<file path="config.mk">
export PLATFORM = sky130hd
export DESIGN_NAME = integer_to_radix_digits_core_flat
export DESIGN_NICKNAME = d
export VERILOG_FILES = /design/src/icr_pkg.sv /design/src/icr_if.sv /design/src/icr_div_step.sv /design/src/icr_digit_mem.sv /design/src/integer_to_radix_digits_core.sv /design/src/flat_wrapper.sv
export SDC_FILE = /design/constraint.sdc
export NUM_CORES = 1
export LEC_CHECK = 0
export ABC_AREA = 1
export BUFFER_PORTS_ARGS = -buffer_cell sky130_fd_sc_hd__buf_2
export CORE_ASPECT_RATIO = 1.1
export CORE_MARGIN = 2
export CORE_UTILIZATION = 35
export CTS_BUF_LIST = sky130_fd_sc_hd__clkbuf_8
export DETAILED_ROUTE_END_ITERATION = 12
export RECOVER_POWER = 50
export SYNTH_ARGS = -nofsm -noshare
export SYNTH_HDL_FRONTEND = slang
export SYNTH_SLANG_ARGS = --single-unit
</file>
<file path="constraint.sdc">
create_clock -name clk -period 28.1 [get_ports clk]
set_clock_uncertainty 0.05 [all_clocks]
set_input_delay 7.025 -clock clk [delete_from_list [all_inputs] [get_ports clk]]
set_output_delay 7.025 -clock clk [all_outputs]
set_load 0.03 [all_outputs]
</file>
<file path="src/icr_pkg.sv">
// ----------------------------------------------------------------------------
// icr_pkg: shared definitions for the integer to radix digits converter
// Constants, sequencer states and the digit to ASCII mapping.
// ----------------------------------------------------------------------------
package icr_pkg;

    // Default input width
    localparam int VALUE_WIDTH_DEF = 64;

    // Radix register
    localparam int              RADIX_W     = 6;
    localparam logic [RADIX_W-1:0] RADIX_RESET = 6'd10;
    localparam logic [RADIX_W-1:0] RADIX_MIN   = 6'd2;
    localparam logic [RADIX_W-1:0] RADIX_MAX   = 6'd36;

    // Output character
    localparam int              SYMBOL_W  = 8;
    localparam logic [SYMBOL_W-1:0] CHAR_ZERO = 8'h30;
    localparam logic [SYMBOL_W-1:0] CHAR_A    = 8'h41;
    localparam logic [SYMBOL_W-1:0] CHAR_NONE = 8'h00;
    localparam logic [RADIX_W-1:0]  DIGIT_TEN = 6'd10;

    // Dividend bits consumed by the divide step per cycle
    localparam int STEP_BITS = 8;

    // Sequencer states
    typedef enum logic [2:0] {
        ST_IDLE,
        ST_DIVIDE,
        ST_FETCH,
        ST_EMIT,
        ST_INVALID
    } state_t;

    // Digit value (0..35) to ASCII
    function automatic logic [SYMBOL_W-1:0] digit_char(input logic [RADIX_W-1:0] d);
        logic [SYMBOL_W-1:0] ext;
        ext = SYMBOL_W'(d);
        if (d < DIGIT_TEN)
            return CHAR_ZERO + ext;
        else
            return CHAR_A + (ext - SYMBOL_W'(DIGIT_TEN));
    endfunction

endpackage

</file>
<file path="src/icr_if.sv">
// ----------------------------------------------------------------------------
// icr_if: stream channels of the converter
// Input channel carries the integer, output channel one digit per beat.
// ----------------------------------------------------------------------------
interface icr_in_if #(
    parameter int VALUE_WIDTH = 64
);
    logic                          valid;
    logic                          ready;
    logic signed [VALUE_WIDTH-1:0] value;

    modport source (output valid, output value, input ready);
    modport sink   (input valid, input value, output ready);
endinterface

interface icr_out_if;
    logic       valid;
    logic       ready;
    logic [7:0] symbol;
    logic       last;
    logic       negative;
    logic       invalid;

    modport source (output valid, output symbol, output last, output negative,
                    output invalid, input ready);
    modport sink   (input valid, input symbol, input last, input negative,
                    input invalid, output ready);
endinterface

</file>
<file path="src/icr_div_step.sv">
// ----------------------------------------------------------------------------
// icr_div_step: shared divide step
// Restoring division of STEP_BITS dividend bits by the radix, carrying a
// remainder that always stays below the radix.
// ----------------------------------------------------------------------------
module icr_div_step (
    input  logic [icr_pkg::RADIX_W-1:0]   radix,
    input  logic [icr_pkg::RADIX_W-1:0]   rem_in,
    input  logic [icr_pkg::STEP_BITS-1:0] bits_in,
    output logic [icr_pkg::STEP_BITS-1:0] quot_out,
    output logic [icr_pkg::RADIX_W-1:0]   rem_out
);
    import icr_pkg::*;

    // One quotient bit per dividend bit, MSB first
    always_comb
    begin
        logic [RADIX_W:0]   trial;
        logic [RADIX_W-1:0] rem;
        rem      = rem_in;
        quot_out = '0;
        for (int i = STEP_BITS - 1; i >= 0; i--)
        begin
            trial = {rem, bits_in[i]};
            if (trial >= {1'b0, radix})
            begin
                quot_out[i] = 1'b1;
                trial       = trial - {1'b0, radix};
            end
            rem = trial[RADIX_W-1:0];
        end
        rem_out = rem;
    end

endmodule

</file>
<file path="src/icr_digit_mem.sv">
// ----------------------------------------------------------------------------
// icr_digit_mem: digit store
// Holds digits least significant first; one write port, one registered read.
// ----------------------------------------------------------------------------
module icr_digit_mem #(
    parameter int DEPTH  = 64,
    parameter int ADDR_W = $clog2(DEPTH)
) (
    input  logic                        clk,
    input  logic                        wr_en,
    input  logic [ADDR_W-1:0]           wr_addr,
    input  logic [icr_pkg::RADIX_W-1:0] wr_data,
    input  logic [ADDR_W-1:0]           rd_addr,
    output logic [icr_pkg::RADIX_W-1:0] rd_data
);
    import icr_pkg::*;

    logic [RADIX_W-1:0] mem [DEPTH];

    // Write port
    always_ff @(posedge clk)
    begin
        if (wr_en)
            mem[wr_addr] <= wr_data;
    end

    // Registered read port
    always_ff @(posedge clk)
    begin
        rd_data <= mem[rd_addr];
    end

endmodule

</file>
<file path="src/integer_to_radix_digits_core.sv">
// ----------------------------------------------------------------------------
// integer_to_radix_digits_core: signed integer to ASCII digits in radix 2..36
//
// Usage: in_ch takes one signed VALUE_WIDTH-bit value per beat. out_ch gives
// the digits of its magnitude most significant first, one ASCII character per
// beat ('0'-'9', 'A'-'Z'); the final digit has last set and every beat of a
// run has negative set when the value was negative. Zero gives one '0'. When
// the radix register holds 0, 1 or a value above 36, one beat with invalid
// and last set and symbol 0 is sent instead. cfg_we/cfg_wdata write the radix
// (reset value 10); write it only while the block is idle.
// Operation: each digit takes a pass of the shared divide step over the whole
// value (8 bits per cycle, remainder kept under the radix), then the stored
// digits stream out one per cycle from the digit memory while the receiver is
// ready; in_ch.ready is high only between items.
// Reset clears the sequencer and the output valid; the radix returns to 10.
// A stalled receiver holds the current beat in the output register and the
// sequencer waits; no beat is lost.
// ----------------------------------------------------------------------------
module integer_to_radix_digits_core #(
    parameter int VALUE_WIDTH = icr_pkg::VALUE_WIDTH_DEF
) (
    input  logic                        clk,
    input  logic                        rst_n,
    input  logic                        cfg_we,
    input  logic [icr_pkg::RADIX_W-1:0] cfg_wdata,
    icr_in_if.sink                      in_ch,
    icr_out_if.source                   out_ch
);
    import icr_pkg::*;

    localparam int CHUNKS  = (VALUE_WIDTH + STEP_BITS - 1) / STEP_BITS;
    localparam int PAD_W   = CHUNKS * STEP_BITS;
    localparam int CHUNK_W = (CHUNKS > 1) ? $clog2(CHUNKS) : 1;
    localparam int ADDR_W  = $clog2(VALUE_WIDTH);

    // Registers
    state_t                  state_reg, state_next;
    logic [RADIX_W-1:0]      radix_reg;
    logic [PAD_W-1:0]        work_reg, work_next;
    logic [RADIX_W-1:0]      rem_reg, rem_next;
    logic                    nz_reg, nz_next;
    logic [CHUNK_W-1:0]      chunk_reg, chunk_next;
    logic [ADDR_W-1:0]       dig_reg, dig_next;
    logic                    neg_reg, neg_next;
    logic                    out_valid_reg, out_valid_next;
    logic [SYMBOL_W-1:0]     symbol_reg, symbol_next;
    logic                    last_reg, last_next;
    logic                    negative_reg, negative_next;
    logic                    invalid_reg, invalid_next;

    // Datapath wires
    logic [VALUE_WIDTH-1:0]  raw;
    logic [VALUE_WIDTH-1:0]  mag;
    logic                    raw_neg;
    logic                    radix_ok;
    logic [STEP_BITS-1:0]    quot_bits;
    logic [RADIX_W-1:0]      rem_step;
    logic                    last_chunk;
    logic                    slot_free;
    logic                    out_load;
    logic                    mem_wr_en;
    logic [ADDR_W-1:0]       mem_rd_addr;
    logic [RADIX_W-1:0]      mem_rd_data;

    // Input magnitude and sign
    assign raw      = VALUE_WIDTH'(in_ch.value);
    assign raw_neg  = raw[VALUE_WIDTH-1];
    assign mag      = raw_neg ? (~raw + VALUE_WIDTH'(1)) : raw;
    assign radix_ok = (radix_reg >= RADIX_MIN) && (radix_reg <= RADIX_MAX);

    assign in_ch.ready = (state_reg == ST_IDLE);
    assign slot_free   = !out_valid_reg || out_ch.ready;
    assign last_chunk  = (chunk_reg == CHUNK_W'(CHUNKS - 1));

    // Shared divide step
    icr_div_step u_div_step (
        .radix    (radix_reg),
        .rem_in   (rem_reg),
        .bits_in  (work_reg[PAD_W-1 -: STEP_BITS]),
        .quot_out (quot_bits),
        .rem_out  (rem_step)
    );

    // Digit store
    icr_digit_mem #(
        .DEPTH  (VALUE_WIDTH),
        .ADDR_W (ADDR_W)
    ) u_digit_mem (
        .clk     (clk),
        .wr_en   (mem_wr_en),
        .wr_addr (dig_reg),
        .wr_data (rem_step),
        .rd_addr (mem_rd_addr),
        .rd_data (mem_rd_data)
    );

    // Radix register
    always_ff @(posedge clk or negedge rst_n)
    begin
        if (!rst_n)
            radix_reg <= RADIX_RESET;
        else if (cfg_we)
            radix_reg <= cfg_wdata;
    end

    // Control registers
    always_ff @(posedge clk or negedge rst_n)
    begin
        if (!rst_n)
        begin
            state_reg     <= ST_IDLE;
            out_valid_reg <= 1'b0;
        end
        else
        begin
            state_reg     <= state_next;
            out_valid_reg <= out_valid_next;
        end
    end

    // Payload and working registers
    always_ff @(posedge clk)
    begin
        work_reg     <= work_next;
        rem_reg      <= rem_next;
        nz_reg       <= nz_next;
        chunk_reg    <= chunk_next;
        dig_reg      <= dig_next;
        neg_reg      <= neg_next;
        symbol_reg   <= symbol_next;
        last_reg     <= last_next;
        negative_reg <= negative_next;
        invalid_reg  <= invalid_next;
    end

    // Sequencer: next state and datapath control
    always_comb
    begin
        state_next    = state_reg;
        work_next     = work_reg;
        rem_next      = rem_reg;
        nz_next       = nz_reg;
        chunk_next    = chunk_reg;
        dig_next      = dig_reg;
        neg_next      = neg_reg;
        out_load      = 1'b0;
        symbol_next   = symbol_reg;
        last_next     = last_reg;
        negative_next = negative_reg;
        invalid_next  = invalid_reg;
        mem_wr_en     = 1'b0;
        mem_rd_addr   = dig_reg;

        unique case (state_reg)
            ST_IDLE:
            begin
                if (in_ch.valid)
                begin
                    work_next  = PAD_W'(mag);
                    rem_next   = '0;
                    nz_next    = 1'b0;
                    chunk_next = '0;
                    dig_next   = '0;
                    neg_next   = raw_neg;
                    state_next = radix_ok ? ST_DIVIDE : ST_INVALID;
                end
            end

            ST_DIVIDE:
            begin
                // quotient bits shift in at the bottom as dividend bits leave the top
                work_next  = (work_reg << STEP_BITS) | PAD_W'(quot_bits);
                rem_next   = rem_step;
                nz_next    = nz_reg | (|quot_bits);
                chunk_next = chunk_reg + CHUNK_W'(1);
                if (last_chunk)
                begin
                    mem_wr_en  = 1'b1;
                    rem_next   = '0;
                    nz_next    = 1'b0;
                    chunk_next = '0;
                    if (nz_reg || (|quot_bits))
                        dig_next = dig_reg + ADDR_W'(1);
                    else
                        state_next = ST_FETCH;
                end
            end

            ST_FETCH:
            begin
                // read of the top digit is in flight
                state_next = ST_EMIT;
            end

            ST_EMIT:
            begin
                if (slot_free)
                begin
                    out_load      = 1'b1;
                    symbol_next   = digit_char(mem_rd_data);
                    last_next     = (dig_reg == '0);
                    negative_next = neg_reg;
                    invalid_next  = 1'b0;
                    mem_rd_addr   = dig_reg - ADDR_W'(1);
                    if (dig_reg == '0)
                        state_next = ST_IDLE;
                    else
                        dig_next = dig_reg - ADDR_W'(1);
                end
            end

            ST_INVALID:
            begin
                if (slot_free)
                begin
                    out_load      = 1'b1;
                    symbol_next   = CHAR_NONE;
                    last_next     = 1'b1;
                    negative_next = 1'b0;
                    invalid_next  = 1'b1;
                    state_next    = ST_IDLE;
                end
            end

            default:
            begin
                state_next = ST_IDLE;
            end
        endcase

        // Output register valid
        if (out_load)
            out_valid_next = 1'b1;
        else if (out_ch.ready)
            out_valid_next = 1'b0;
        else
            out_valid_next = out_valid_reg;
    end

    assign out_ch.valid    = out_valid_reg;
    assign out_ch.symbol   = symbol_reg;
    assign out_ch.last     = last_reg;
    assign out_ch.negative = negative_reg;
    assign out_ch.invalid  = invalid_reg;

    // Assertions
    a_rem_below_radix: assert property (@(posedge clk) disable iff (!rst_n)
        state_reg == ST_DIVIDE |-> rem_reg < radix_reg)
        else $error("divide remainder not below radix");

    a_last_ends_run: assert property (@(posedge clk) disable iff (!rst_n)
        out_load && last_next |=> state_reg == ST_IDLE)
        else $error("sequencer busy after final beat");

    a_invalid_shape: assert property (@(posedge clk) disable iff (!rst_n)
        out_ch.valid && out_ch.invalid |->
            out_ch.last && (out_ch.symbol == CHAR_NONE) && !out_ch.negative)
        else $error("malformed invalid beat");

    a_load_into_free_slot: assert property (@(posedge clk) disable iff (!rst_n)
        out_load |-> (!out_valid_reg || out_ch.ready))
        else $error("output register overwritten while stalled");

endmodule

</file>
<file path="src/flat_wrapper.sv">
// flat-port wrapper written by rule: the top's interface ports become plain ports
module integer_to_radix_digits_core_flat import icr_pkg::*;
#(
    parameter int VALUE_WIDTH = icr_pkg::VALUE_WIDTH_DEF
)
  (clk, rst_n, cfg_we, cfg_wdata, in_ch_valid, in_ch_value, in_ch_ready, out_ch_valid, out_ch_symbol, out_ch_last, out_ch_negative, out_ch_invalid, out_ch_ready);
  icr_in_if #(.VALUE_WIDTH(VALUE_WIDTH)) in_ch_i ();
  icr_out_if out_ch_i ();
  input  logic clk;
  input  logic rst_n;
  input  logic cfg_we;
  input  logic [icr_pkg::RADIX_W-1:0] cfg_wdata;
  input wire logic [$bits(in_ch_i.valid)-1:0] in_ch_valid;
  input wire logic [$bits(in_ch_i.value)-1:0] in_ch_value;
  output wire logic [$bits(in_ch_i.ready)-1:0] in_ch_ready;
  output wire logic [$bits(out_ch_i.valid)-1:0] out_ch_valid;
  output wire logic [$bits(out_ch_i.symbol)-1:0] out_ch_symbol;
  output wire logic [$bits(out_ch_i.last)-1:0] out_ch_last;
  output wire logic [$bits(out_ch_i.negative)-1:0] out_ch_negative;
  output wire logic [$bits(out_ch_i.invalid)-1:0] out_ch_invalid;
  input wire logic [$bits(out_ch_i.ready)-1:0] out_ch_ready;
  assign in_ch_i.valid = in_ch_valid;
  assign in_ch_i.value = in_ch_value;
  assign in_ch_ready = in_ch_i.ready;
  assign out_ch_valid = out_ch_i.valid;
  assign out_ch_symbol = out_ch_i.symbol;
  assign out_ch_last = out_ch_i.last;
  assign out_ch_negative = out_ch_i.negative;
  assign out_ch_invalid = out_ch_i.invalid;
  assign out_ch_i.ready = out_ch_ready;
  integer_to_radix_digits_core #(.VALUE_WIDTH(VALUE_WIDTH)) u_core (.clk(clk), .rst_n(rst_n), .cfg_we(cfg_we), .cfg_wdata(cfg_wdata), .in_ch(in_ch_i), .out_ch(out_ch_i));
endmodule
</file>
== After elaboration in Yosys (flattened, before gate mapping) ==
Memories as Yosys holds them, arrays and structs flattened. A register that Yosys moved wholly into a read port is not among the register bits.
Cells that the tools add are included.

* Flip-flop bits (word level): 102
* Latch bits: 0
* Bits in writable memories: 384
* Bits in read-only memories: 0
* Bits of input ports: 75
* Output and inout port bits: 13
* Word-level logic and storage cells: 135
* Memories kept: 1

{| class="wikitable"
|+ Memories
! memory !! depth !! width !! rd ports !! clocked after Yosys merged registers in !! wr ports !! line !! text
|-
| u_core.u_digit_mem.mem || 64 || 6 || 1 || 1 || 1 || icr_digit_mem.sv:18 || <nowiki>logic [RADIX_W-1:0] mem [DEPTH];</nowiki>
|}

* $add $sub $neg: 15
* Multiply operators: 0
* Div/mod/pow operators: 0
* $lt $le $gt $ge: 11
* Eq/ne operators: 13
* Shift operators: 0
* Multiplexer cells: 62
* Bitwise gates (word level): 3
* Reduce and logical (&&, ||, !) cells: 17

{| class="wikitable"
|+ Operators with widths
! kind !! count
|-
| 64-bit 2-to-1 mux || 2
|-
| 64-bit case mux with 2 select lines || 1
|-
| 6-bit 2-to-1 mux || 16
|-
| 64-bit by 1-bit adder with 64-bit output (second input constant) || 1
|-
| 64-bit inverter || 1
|-
| 64-bit by 8-bit OR with 64-bit output || 1
|-
| 7-bit by 6-bit >= comparator with 1-bit output || 8
|-
| 6-bit subtractor || 8
|-
| 3-bit 2-to-1 mux || 9
|-
| 8-bit 2-to-1 mux || 3
|-
| 1-bit 2-to-1 mux || 22
|-
| 6-bit case mux with 3 select lines || 1
|-
| 8-bit case mux with 2 select lines || 1
|-
| 3-bit case mux with 5 select lines || 1
|-
| 6-bit case mux with 2 select lines || 1
|-
| 6-bit AND reduction || 2
|-
| 2-bit by 1-bit inequality test with 1-bit output (second input constant) || 5
|-
| 7-bit by 8-bit adder with 8-bit output (first input constant) || 1
|-
| 1-bit case mux with 2 select lines || 4
|-
| 8-bit OR reduction || 1
|-
| 6-bit by 6-bit adder with 7-bit output (first input constant) || 1
|-
| 6-bit by 4-bit subtractor with 7-bit output (second input constant) || 1
|-
| 6-bit by 1-bit adder with 6-bit output (second input constant) || 1
|-
| 3-bit by 2-bit == test with 1-bit output (second input constant) || 2
|-
| other kinds (20) || 27
|}

== Logic depth before layout (Yosys ltp) ==
Gate-level depths: netlist of run 1.

* Word-level depth: 21
* Depth in mapped cells: 94

== By module ==
From an unflattened synthesis of run 1, not the netlist that was laid out.

* Cells, all modules: 2762
* Area total of the unflattened synthesis: 25629.6 um^2

{| class="wikitable"
|+ Modules (own cells, without submodules)
! module !! times used !! cells an instance !! area each (um^2) !! sequential area each (um^2)
|-
| icr_digit_mem || 1 || 1376 || 15930.3 || 11651.2
|-
| integer_to_radix_digits_core || 1 || 927 || 6856.6 || 3015.4
|-
| icr_div_step || 1 || 459 || 2842.7 || 0.0
|}

== Least setup slack after synthesis of run 1 ==
No wires, ideal clock.

* Path kind: flip-flop to flip-flop
* From: register u_core.radix_reg[1]
* To: memory u_core.u_digit_mem.mem[0][1] (data pin)
* Setup time: 0.343 ns
* Arrival: 13.068 ns
* Data required time: 27.707 ns
* Slack: 14.639 ns
* Stages on the path, launching flop included: 90
* Path buffers: 2
* Cells stage by stage: dfstp_2 -> inv_1 -> ha_1 -> nand2_1 -> nor2_1 -> nand2_2 -> nand3_4 -> inv_2 -> or2_1 -> o21ai_1 -> ha_1 -> nand2_1 -> nor2_1 -> nand2_1 -> nand3_2 -> a21oi_4 -> nand3_2 -> buf_6 -> (+54 left out) -> a221oi_1 -> nand3_4 -> inv_2 -> nand2_1 -> o21ai_2 -> ha_1 -> a21oi_1 -> nand2_1 -> a21oi_1 -> inv_1 -> a21oi_1 -> o21ai_0 -> a21oi_1 -> nand2_2 -> buf_6 -> nand2_2 -> o21ai_2 -> inv_1

* Cells in the longest elaborated chain, start to end: 16
* Elaborated cells on any way between the ends: 24
* Those cells by class: add/sub (8); order compare (8); mux (8)

{| class="wikitable"
|+ Ends and longest elaborated chain
! what !! line !! text
|-
| start: declaration || integer_to_radix_digits_core.sv:38 || <nowiki>logic [RADIX_W-1:0] radix_reg;</nowiki>
|-
| start signal: assignment || integer_to_radix_digits_core.sv:103 || <nowiki>radix_reg <= cfg_wdata;</nowiki>
|-
| 6-bit subtractor or 7-bit by 6-bit >= comparator with 1-bit output (tied branches) || icr_div_step.sv:28, icr_div_step.sv:25 ||
|-
| 6-bit 2-to-1 mux || icr_div_step.sv:25 || <nowiki>if (trial >= {1'b0, radix})</nowiki>
|-
| 6-bit subtractor or 7-bit by 6-bit >= comparator with 1-bit output (tied branches) || icr_div_step.sv:28, icr_div_step.sv:25 ||
|-
| 6-bit 2-to-1 mux || icr_div_step.sv:25 ||
|-
| 6-bit subtractor or 7-bit by 6-bit >= comparator with 1-bit output (tied branches) || icr_div_step.sv:28, icr_div_step.sv:25 ||
|-
| 6-bit 2-to-1 mux || icr_div_step.sv:25 ||
|-
| 6-bit subtractor or 7-bit by 6-bit >= comparator with 1-bit output (tied branches) || icr_div_step.sv:28, icr_div_step.sv:25 ||
|-
| 6-bit 2-to-1 mux || icr_div_step.sv:25 ||
|-
| 6-bit subtractor or 7-bit by 6-bit >= comparator with 1-bit output (tied branches) || icr_div_step.sv:28, icr_div_step.sv:25 ||
|-
| 6-bit 2-to-1 mux || icr_div_step.sv:25 ||
|-
| 7-bit by 6-bit >= comparator with 1-bit output or 6-bit subtractor (tied branches) || icr_div_step.sv:25, icr_div_step.sv:28 ||
|-
| 6-bit 2-to-1 mux || icr_div_step.sv:25 ||
|-
| 7-bit by 6-bit >= comparator with 1-bit output or 6-bit subtractor (tied branches) || icr_div_step.sv:25, icr_div_step.sv:28 ||
|-
| 6-bit 2-to-1 mux || icr_div_step.sv:25 ||
|-
| 6-bit subtractor or 7-bit by 6-bit >= comparator with 1-bit output (tied branches) || icr_div_step.sv:28, icr_div_step.sv:25 ||
|-
| 6-bit 2-to-1 mux * || icr_div_step.sv:25 ||
|-
| via u_core.rem_step[1] || integer_to_radix_digits_core.sv:57 || <nowiki>logic [RADIX_W-1:0] rem_step;</nowiki>
|-
| end: declaration || icr_digit_mem.sv:18 ||
|}

The timed path passes the listed nets; every way through them passes the cells marked *.

== Worst setup path in the final report of run 1 ==
* From: register u_core.radix_reg[1]
* To: memory u_core.u_digit_mem.mem[57][2] (data pin)

* Cells in the longest elaborated chain, start to end: 16
* Elaborated cells on any way between the ends: 24
* Those cells by class: add/sub (8); order compare (8); mux (8)

{| class="wikitable"
|+ Ends and longest elaborated chain
! what !! line
|-
| 6-bit subtractor or 7-bit by 6-bit >= comparator with 1-bit output (tied branches) || icr_div_step.sv:28, icr_div_step.sv:25
|-
| 6-bit 2-to-1 mux || icr_div_step.sv:25
|-
| 6-bit subtractor or 7-bit by 6-bit >= comparator with 1-bit output (tied branches) || icr_div_step.sv:28, icr_div_step.sv:25
|-
| 6-bit 2-to-1 mux || icr_div_step.sv:25
|-
| 6-bit subtractor or 7-bit by 6-bit >= comparator with 1-bit output (tied branches) || icr_div_step.sv:28, icr_div_step.sv:25
|-
| 6-bit 2-to-1 mux || icr_div_step.sv:25
|-
| 6-bit subtractor or 7-bit by 6-bit >= comparator with 1-bit output (tied branches) || icr_div_step.sv:28, icr_div_step.sv:25
|-
| 6-bit 2-to-1 mux || icr_div_step.sv:25
|-
| 6-bit subtractor or 7-bit by 6-bit >= comparator with 1-bit output (tied branches) || icr_div_step.sv:28, icr_div_step.sv:25
|-
| 6-bit 2-to-1 mux || icr_div_step.sv:25
|-
| 7-bit by 6-bit >= comparator with 1-bit output or 6-bit subtractor (tied branches) || icr_div_step.sv:25, icr_div_step.sv:28
|-
| 6-bit 2-to-1 mux || icr_div_step.sv:25
|-
| 6-bit subtractor or 7-bit by 6-bit >= comparator with 1-bit output (tied branches) || icr_div_step.sv:28, icr_div_step.sv:25
|-
| 6-bit 2-to-1 mux || icr_div_step.sv:25
|-
| 6-bit subtractor or 7-bit by 6-bit >= comparator with 1-bit output (tied branches) || icr_div_step.sv:28, icr_div_step.sv:25
|-
| 6-bit 2-to-1 mux * || icr_div_step.sv:25
|-
| via u_core.rem_step[2] || integer_to_radix_digits_core.sv:57
|}

Marked as above.

==> results of run 1 <==
path summary, 6_finish.rpt:
| path | to | from | cells past startpoint | slack (ns) |
|---|---|---|---|---|
| max in group asynchronous | u_core.out_ch.valid$_DFFE_PN0P_ | rst_n | 1 | 21.33 |
| hold reg to reg | u_core.work_reg[42]$_DFFE_PP_ | u_core.work_reg[34]$_DFFE_PP_ | 2 | 0.46 |
| setup / recovery | u_core.u_digit_mem.mem[57][2]$_DFFE_PP_ | u_core.radix_reg[1]$_DFFE_PN1P_ | 87 | 12.36 |
| setup reg to reg | u_core.u_digit_mem.mem[57][2]$_DFFE_PP_ | u_core.radix_reg[1]$_DFFE_PN1P_ | 87 | 12.36 |
| hold / removal | u_core.work_reg[42]$_DFFE_PP_ | u_core.work_reg[34]$_DFFE_PP_ | 2 | 0.46 |
| min in group asynchronous | u_core.radix_reg[0]$_DFFE_PN0P_ | rst_n | 1 | 6.27 |
cells by family (layout without fill, tap and decap cells):
| logic type | after synthesis | in the layout | synth area share |
|---|---|---|---|
| AND/OR/NAND/NOR | 822 | 822 | 0.148 |
| AO/OA/AOI/OAI | 550 | 550 | 0.135 |
| flip-flops | 492 | 492 | 0.606 |
| buffers and inverters | 260 | 406 | 0.0412 |
| XOR/XNOR | 90 | 90 | 0.0326 |
| adder cells (fa/ha/maj) | 66 | 66 | 0.0366 |
| multiplexers | 1 | 1 | 0.000465 |
| other | 0 | 4 | 0 |
critical path: cells and delay by family (launching register included):
family                     cells  cell delay (ns)
AOI/OAI and AO/OA             30             5.74
buffers and inverters         14             2.28
adders and majority gates      8             2.63
and+or+nand+nor               35             3.92
DFF                            1             0.71
cells in the mapped netlist, drive strengths merged:
library cell	number
a2111oi	1
a211oi	2
a21oi	54
a221oi	1
a311oi	2
a31o	2
a31oi	6
a41oi	1
and2	2
buf	2
clkbuf	103
clkinv	5
dfrtp	8
dfstp	2
dfxtp	6
edfxtp	476
fa	8
ha	58
inv	150
mux2	1
nand2	273
nand3	100
nand3b	2
nand4	26
nor2	371
nor3	23
nor3b	2
nor4	14
o211ai	49
o21a	6
o21ai	321
o21bai	3
o221a	1
o221ai	48
o22ai	49
o31ai	2
o32ai	1
o41ai	1
or2	9
xnor2	38
xor2	52
final cells by class:
class | instances | area [um2] | area share
sequential | 492 | 14700 | 0.543
multi-input combinational | 1529 | 8560 | 0.317
clock buffer | 85 | 1170 | 0.0433
tap | 927 | 1160 | 0.0429
inverter | 155 | 591 | 0.0219
timing repair buffer | 101 | 512 | 0.0189
clock inverter | 65 | 344 | 0.0127
antenna | 4 | 10.0 | 0.000371
per-layer routing:
metal  vias to the layer above  GRT usage  wire, um
met4                         8     0.0565      1500
met5                         -          0        42
met2                       589      0.302     31100
met3                       112     0.0325      3910
met1                      8657      0.232     27500
li1                       8386          -         -
metrics by stage:
stage	cells	hold WS, ns	util	instance area [um2]
after floorplan	2281	0.443	-	24200
after global placement	3204	0.459	0.372	25500
after detailed placement	3204	0.463	0.372	25500
after CTS	3354	0.464	0.394	27100
after global routing	3358	0.499	0.393	27000
final	3358	0.456	0.393	27000
==> impl_metrics.json, run 1 <==
{
  "grt_pass1_vias": 17597,
  "status": "finished, violations left",
  "synth.yosys.seq_area_share": 0.606,
  "die_x_um": 255,
  "required_ns": 28.34,
  "slowest_stage": "inv_2",
  "tightestPinTransition_ns": 3.61,
  "dieHeight_um": 280,
  "clk_pin_slew_ns": 0.06,
  "setup-tns-final_ns": 0,
  "hold_viol": 0,
  "antenna_found_initial": 9,
  "cts_resized": 0,
  "postCtsHoldBufs": 0,
  "post_cts_buffers": 0,
  "grt_pass1_wl_mm": 98.9,
  "path_common_cell": "nand2_1",
  "root_buffer": "clkbuf_8",
  "cp_data_arrival_time_ns": 15.98,
  "rows": 101,
  "cts_max_path_buffers": 3,
  "failed_checks": "capacitance limit, slew limit",
  "netlist_area_um2": 24200,
  "slew_violations": 232,
  "io_buffer_count": 87,
  "critical_path.startpoint_type": "flip-flop",
  "final_cell_mix": "476 x edfxtp_1, 368 x nor2_1, 295 x o21ai_0, 250 x nand2_1, 164 x inv_1",
  "fin_nets": 2503,
  "antenna_left": 0,
  "slew_headroom": -1.41,
  "cts-htree-levels": 3,
  "cp-end-kind": "flip-flop",
  "rsz0062_at_grt": "false",
  "synth.area.top_cells": "edfxtp_1 59%, o21ai_0 6.1%, nor2_1 5.7%, nand2_1 3.9%, ha_1 3.0%",
  "vias": 17752,
  "synth_nets": 2422,
  "dieArea_um2": 71200,
  "path_class": "flip-flop to flip-flop",
  "min_period_ns": 15.74,
  "area_delta_synth_final_pct": 11.7,
  "clock.fmax_ghz": 0.0635,
  "syn_avg_cell_area_um2": 10.6,
  "start_util": 0.352,
  "netlist_instances": 2281,
  "drive_gt1_frac": 0.110,
  "synth_cell_type_count": 55,
  "remaining_drc_errors": 0,
  "setup_slack_ns": 12.36,
  "cts_tree": "built",
  "core_um2": 68700,
  "synth_top_area_share": 0.591,
  "place_congestion": 0.897,
  "routedWlPerCell_um": 19.1,
  "place_ws_ns": 12.55,
  "setup_viol_count_final": 0,
  "hpwl_mm": 40.7,
  "cts_buffers": 83,
  "largest_reg_flops": 384,
  "grt_util_all_layers": 0.179,
  "final_common_cell": "edfxtp_1",
  "ys_seq_elements": 492,
  "worstSkewPairLatency_ns": 0.68,
  "drt_pass1_iterations": 6,
  "n_fill_cell": 6780,
  "grt_overflow_total": 0,
  "min_path_type": "flip-flop to flip-flop",
  "grt_max_degree": 109,
  "min_period_over_period": 0.560,
  "synth_top_area_cell": "edfxtp_1",
  "finalWirelength_mm": 64.1,
  "yosysWarningCount": 0,
  "path_max_fanout": 64,
  "crit_path_max_incr_delay_ns": 0.79,
  "first_iter_violations": 1598,
  "ios": 88,
  "routed_via_density": 5.29,
  "cap_violations": 5,
  "cts_sinks": 492
}
Power of run 1 is not shown: default switching activity piles up to over one toggle a cycle in this logic, so the estimate is an artifact.
==> inputs of run 2 (changes only) <==
- clock period: 28.1 -> 14.9 ns (I/O delays scaled with it)
==> run 2 against run 1 <==
Against the previous run: the run still ends with capacitance limit, slew limit left; worst setup slack lost 11 ns; via count fell by 0.27%; wire length is 1.8% higher; non-clock buffer count rose by 23; sequential cell count is the same; global-route usage is 0.40 points higher; sequential share of layout area decreased by 0.72 points; utilization is 0.53 points higher; maximum frequency rose by 15%; cell area grew 1.3%; register-to-register slack worse by 11 ns.
==> impl_metrics.json, run 2 (synthesis results as in run 1) <==
{
  "status": "finished, violations left",
  "failed_checks": "capacitance limit, slew limit",
  "final_cell_mix": "476 x edfxtp_1, 368 x nor2_1, 291 x o21ai_0, 250 x nand2_1, 161 x inv_1",
  "routed_via_density": 5.23,
  "grt_max_degree": 115,
  "cts_max_path_buffers": 3,
  "dieHeight_um": 280,
  "tightestPinTransition_ns": 3.90,
  "cap_violations": 3,
  "area_delta_synth_final_pct": 13.2,
  "slew_violations": 144,
  "grt_overflow_total": 0,
  "start_util": 0.352,
  "path_common_cell": "nand2_1",
  "dieArea_um2": 71200,
  "min_period_over_period": 0.919,
  "hold_viol": 0,
  "routedWlPerCell_um": 19.3,
  "required_ns": 15.19,
  "critPathTopFamily": "compound AO/OA/AOI/OAI gates",
  "slowest_stage": "dfstp_2",
  "crit_buf_inv": 14,
  "final_common_cell": "edfxtp_1",
  "antenna_found_initial": 11,
  "largest_reg_flops": 384,
  "cts-htree-levels": 3,
  "crit_path_max_incr_delay_ns": 0.53,
  "remaining_drc_errors": 0,
  "setup-tns-final_ns": 0,
  "cts_tree": "built",
  "fin_nets": 2528,
  "cts_sinks": 492,
  "worstSkewPairLatency_ns": 0.67,
  "antenna_left": 0,
  "clk_pin_slew_ns": 0.06,
  "cp_data_arrival_time_ns": 13.99,
  "cts_buffers": 85,
  "clock.fmax_ghz": 0.0730,
  "slew_headroom": -1.60,
  "grt_pass1_vias": 17691,
  "path_max_fanout": 64,
  "ios": 88,
  "fin_util": 0.398,
  "root_buffer": "clkbuf_8",
  "min_path_type": "flip-flop to flip-flop",
  "rows": 101,
  "core_um2": 68700,
  "reg2reg_slack_ns": 1.21,
  "finalWirelength_mm": 65.3,
  "hpwl_mm": 42.0,
  "io_buffer_count": 87,
  "first_iter_violations": 1154,
  "n_fill_cell": 6717,
  "grt_util_all_layers": 0.183,
  "die_x_um": 255,
  "grt_pass1_wl_mm": 101,
  "cp-end-kind": "flip-flop",
  "setup_slack_ns": 1.21,
  "min_period_ns": 13.69,
  "critical_path.startpoint_type": "flip-flop",
  "drt_pass1_iterations": 5,
  "path_class": "flip-flop to flip-flop",
  "drive_gt1_frac": 0.128,
  "place_ws_ns": 0.192,
  "vias": 17704,
  "setup_viol_count_final": 0,
  "place_congestion": 0.898
}
==> run 2: changes by cell type in the layout (fill, tap and decap cells not counted), moves of 3 or more <==
cell,delta
a21oi_2,+4
buf_4,+18
inv_1,-3
o21ai_0,-4
buf_12,+4
buf_2,+10
clkbuf_1,-10
a21oi_1,-4
==> run 2: what timing repair did <==
| action | in CTS | in global routing |
|---|---|---|
| endpoints found under the setup margin | 0 | 401 |
| gates resized for setup | 0 | 29 |
| hold endpoints to repair | 0 | 0 |
| hold buffers | 0 | 0 |
| buffers inserted | 0 | 6 |
==> run 2: layout make-up <==
type | count | area, um2 | area share
Antenna cell | 3 | 7.51 | 0.000274
Sequential cell | 492 | 14700 | 0.536
Multi-Input combinational cell | 1529 | 8620 | 0.315
Inverter | 155 | 624 | 0.0228
Clock inverter | 65 | 357 | 0.0130
Tap cell | 927 | 1160 | 0.0424
Clock buffer | 87 | 1200 | 0.0437
Timing Repair Buffer | 124 | 751 | 0.0274
==> run 2: path summary, 6_finish.rpt <==
kind                                                                 to                       startpoint  cells after the start
worst min-delay path                      u_core.work_reg[55]$_DFFE_PP_    u_core.work_reg[47]$_DFFE_PP_                      2
max in group asynchronous               u_core.radix_reg[2]$_DFFE_PN0P_                            rst_n                      1
min in group asynchronous               u_core.out_ch.valid$_DFFE_PN0P_                            rst_n                      1
worst max-delay path            u_core.u_digit_mem.mem[58][2]$_DFFE_PP_  u_core.radix_reg[3]$_DFFE_PN1P_                     87
worst min register to register            u_core.work_reg[55]$_DFFE_PP_    u_core.work_reg[47]$_DFFE_PP_                      2
worst max register to register  u_core.u_digit_mem.mem[58][2]$_DFFE_PP_  u_core.radix_reg[3]$_DFFE_PN1P_                     87
==> run 2: per-layer routing <==
metal	up-vias	track usage	share of wire
li1	8436	-	-
met1	8569	0.234	0.43
met2	547	0.303	0.48
met3	136	0.0336	0.058
met4	16	0.0781	0.034
met5	-	0	0.0015
==> run 2: worst min-delay path: cells and delay by family (launching register included) <==
kind	cells	cell delay, ns
compound gates	1	0.06
flops	1	0.32
simple gates	1	0.05
==> run 2: stage by stage <==
step	instances	area (um2)	hold slack [ns]
final	3382	27400	0.475
after global routing	3382	27400	0.502
after CTS	3373	27300	0.484
after detailed placement	3221	25700	0.469
after global placement	3221	25700	0.468
after floorplan	2281	24200	0.443
Power of run 2 is left out for the same reason.
==> inputs of run 3 (changes only) <==
- ABC_AREA: 1 -> default
==> run 3 against run 2 <==
Against the previous run: the run now ends clean; register-to-register slack got worse by 1.0 ns; area after synthesis decreased by 1.3%; count of clock-buffer cells in the layout decreased by 3; wire length decreased by 3.5%; hold slack got worse by 0.0092 ns; synthesized cell count decreased by 28%; die area decreased by 1.3%; non-clock buffer count increased by 99; highest routed layer is now met4; utilization increased by 2.7 points.
==> impl_metrics.json, run 3 <==
{
  "status": "finished, final reports clean",
  "start_util": 0.353,
  "cts_sinks": 492,
  "cts-htree-levels": 3,
  "hold_viol": 0,
  "die_x_um": 253,
  "ios": 88,
  "hold_path_end": "u_core.work_reg[27]$_DFFE_PP_",
  "hold_depth": 2,
  "synth_edf_count": 476,
  "syn_avg_cell_area_um2": 14.6,
  "postPlaceCellArea_um2": 26100,
  "place_ws_ns": -0.492,
  "grt_pass1_wl_mm": 93.6,
  "place_congestion": 0.911,
  "wl_met1_mm": 25.9,
  "synth_cell_type_count": 80,
  "core_um2": 67600,
  "clock.fmax_ghz": 0.0679,
  "crit_path_max_incr_delay_ns": 0.64,
  "grt_pass1_vias": 15460,
  "dieHeight_um": 278,
  "final_cell_mix": "476 x edfxtp_1, 126 x mux4_2, 118 x buf_4, 117 x nor2_1, 115 x nand2_1",
  "grt_max_degree": 112,
  "grt_overflow_total": 0,
  "tightestPinTransition_ns": 1.14,
  "ys_seq_elements": 492,
  "drive_gt1_frac": 0.313,
  "cp_data_arrival_time_ns": 15.03,
  "critical_path.startpoint_type": "flip-flop",
  "cts_buffers": 80,
  "critPathTopFamily": "compound AO/OA/AOI/OAI gates",
  "path_common_cell": "o21ai_2",
  "worstSkewPairLatency_ns": 0.66,
  "grt_util_all_layers": 0.175,
  "yosysWarningCount": 0,
  "path_class": "flip-flop to flip-flop",
  "cap_violations": 0,
  "clk_pin_slew_ns": 0.06,
  "fin_util": 0.425,
  "min_from": "u_core.work_reg[19]$_DFFE_PP_",
  "vias": 15420,
  "startpoint": "u_core.rem_reg[3]$_SDFFCE_PN0P_",
  "synth.area.top_cells": "edfxtp_1 60%, mux4_2 12%, ha_1 3.0%, xor2_1 2.5%, o21ai_0 2.5%",
  "synth.yosys.seq_area_share": 0.614,
  "r2r-start": "u_core.rem_reg[3]$_SDFFCE_PN0P_",
  "final_area_um2": 28700,
  "path_max_fanout": 8,
  "min_path_type": "flip-flop to flip-flop",
  "cts_max_path_buffers": 3,
  "crit_buf_inv": 3,
  "antenna_found_initial": 7,
  "fin_nets": 2020,
  "slew_headroom": 0.221,
  "min_period_ns": 14.72,
  "largest_reg_flops": 384,
  "rows": 100,
  "first_iter_violations": 1267,
  "top_layer_used": "met4",
  "root_buffer": "clkbuf_8",
  "r2r-end": "u_core.u_digit_mem.mem[5][3]$_DFFE_PP_",
  "synth.most_common_cell": "edfxtp_1",
  "hpwl_mm": 39.1,
  "synth_ff_type": "edfxtp_1",
  "final_common_cell": "edfxtp_1",
  "setup_viol_count_final": 0,
  "finalWirelength_mm": 63.0,
  "synthArstFlopShare": 0.0203,
  "routedWlPerCell_um": 22.4,
  "dieArea_um2": 70300,
  "cp-end-kind": "flip-flop",
  "reg2reg_slack_ns": 0.18,
  "ff2ff_path_depth": 72,
  "synth_top_area_share": 0.599,
  "area_delta_synth_final_pct": 20.3,
  "drt_pass1_iterations": 5,
  "dr_wl_met3_mm": 3.54,
  "routed_via_density": 5.48,
  "required_ns": 15.21,
  "rsz0062_at_grt": "true",
  "synth_nets": 1776,
  "netlist_instances": 1635,
  "antenna_left": 0,
  "io_buffer_count": 87,
  "slowest_stage": "or4_4",
  "slew_violations": 0,
  "synth_top_area_cell": "edfxtp_1",
  "synthTopCellsByCount": "476 x edfxtp_1, 127 x nor2_1, 126 x mux4_2, 126 x nand2_1, 117 x o21ai_0",
  "wl_met2_mm": 31.6,
  "min_period_over_period": 0.988,
  "setup-tns-final_ns": 0,
  "remaining_drc_errors": 0,
  "netlist_area_um2": 23900,
  "setup_slack_ns": 0.176,
  "cts_tree": "built"
}
==> run 3: metal layers <==
layer | global-route usage | vias to the layer above
li1 | - | 6897
met1 | 0.228 | 7848
met2 | 0.294 | 548
met3 | 0.0260 | 127
met4 | 0.0651 | 0
met5 | 0 | -
==> run 3: worst max path at each step <==
stage	end	slack, ns	cells after the start
2_1_floorplan	u_core.u_digit_mem.mem[0][5]$_DFFE_PP_	-0.23	76
3_3_place_gp	u_core.u_digit_mem.mem[23][3]$_DFFE_PP_	-0.01	75
3_5_place_dp	u_core.u_digit_mem.mem[19][3]$_DFFE_PP_	-0.49	76
4_1_cts	u_core.u_digit_mem.mem[45][3]$_DFFE_PP_	0.007	77
5_1_grt	u_core.u_digit_mem.mem[5][3]$_DFFE_PP_	-0.38	74
6_report	u_core.u_digit_mem.mem[5][3]$_DFFE_PP_	0.18	72
==> run 3: logic make-up after synthesis <==
family | count (synthesis) | share of synthesized area
xor+xnor | 106 | 0.0389
simple gates | 413 | 0.0823
flops | 492 | 0.614
compound gates | 287 | 0.0799
fa+ha+maj | 66 | 0.0371
mux | 146 | 0.128
buf+inv | 125 | 0.0200
==> run 3: layout make-up <==
type                       count  area, um2
antenna                        6       15.0
clock buffer                  84       1160
clock inverter                60        314
fill                        6109      38800
inverter                      57        218
multi-input combinational   1025       9640
sequential                   492      14700
tap                          867       1080
timing repair buffer         223       1630
==> run 3: repair_timing <==
item | in CTS | in global routing
setup buffers | 24 | 32
gates resized for setup | 47 | 80
cloned | 5 | 5
endpoints found under the setup margin | 399 | 400
hold buffers | 0 | 0
pin swaps | 46 | 48
hold endpoints to repair | 0 | 0
==> run 3: tightest hold or removal path: stages (launching register included) <==
cell and delay [ns]:
edfxtp_1 0.31, nand2_1 0.04, o21ai_0 0.06
==> run 3: metrics by stage <==
| step | std cells | hold WS (ns) |
|---|---|---|
| 4_1_cts | 2772 | 0.469 |
| 2_1_floorplan | 1635 | 0.446 |
| 3_5_place_dp | 2599 | 0.457 |
| 5_1_grt | 2814 | 0.492 |
| 6_report | 2814 | 0.466 |
| 3_3_place_gp | 2599 | 0.462 |
Power of run 3 is left out for the same reason.
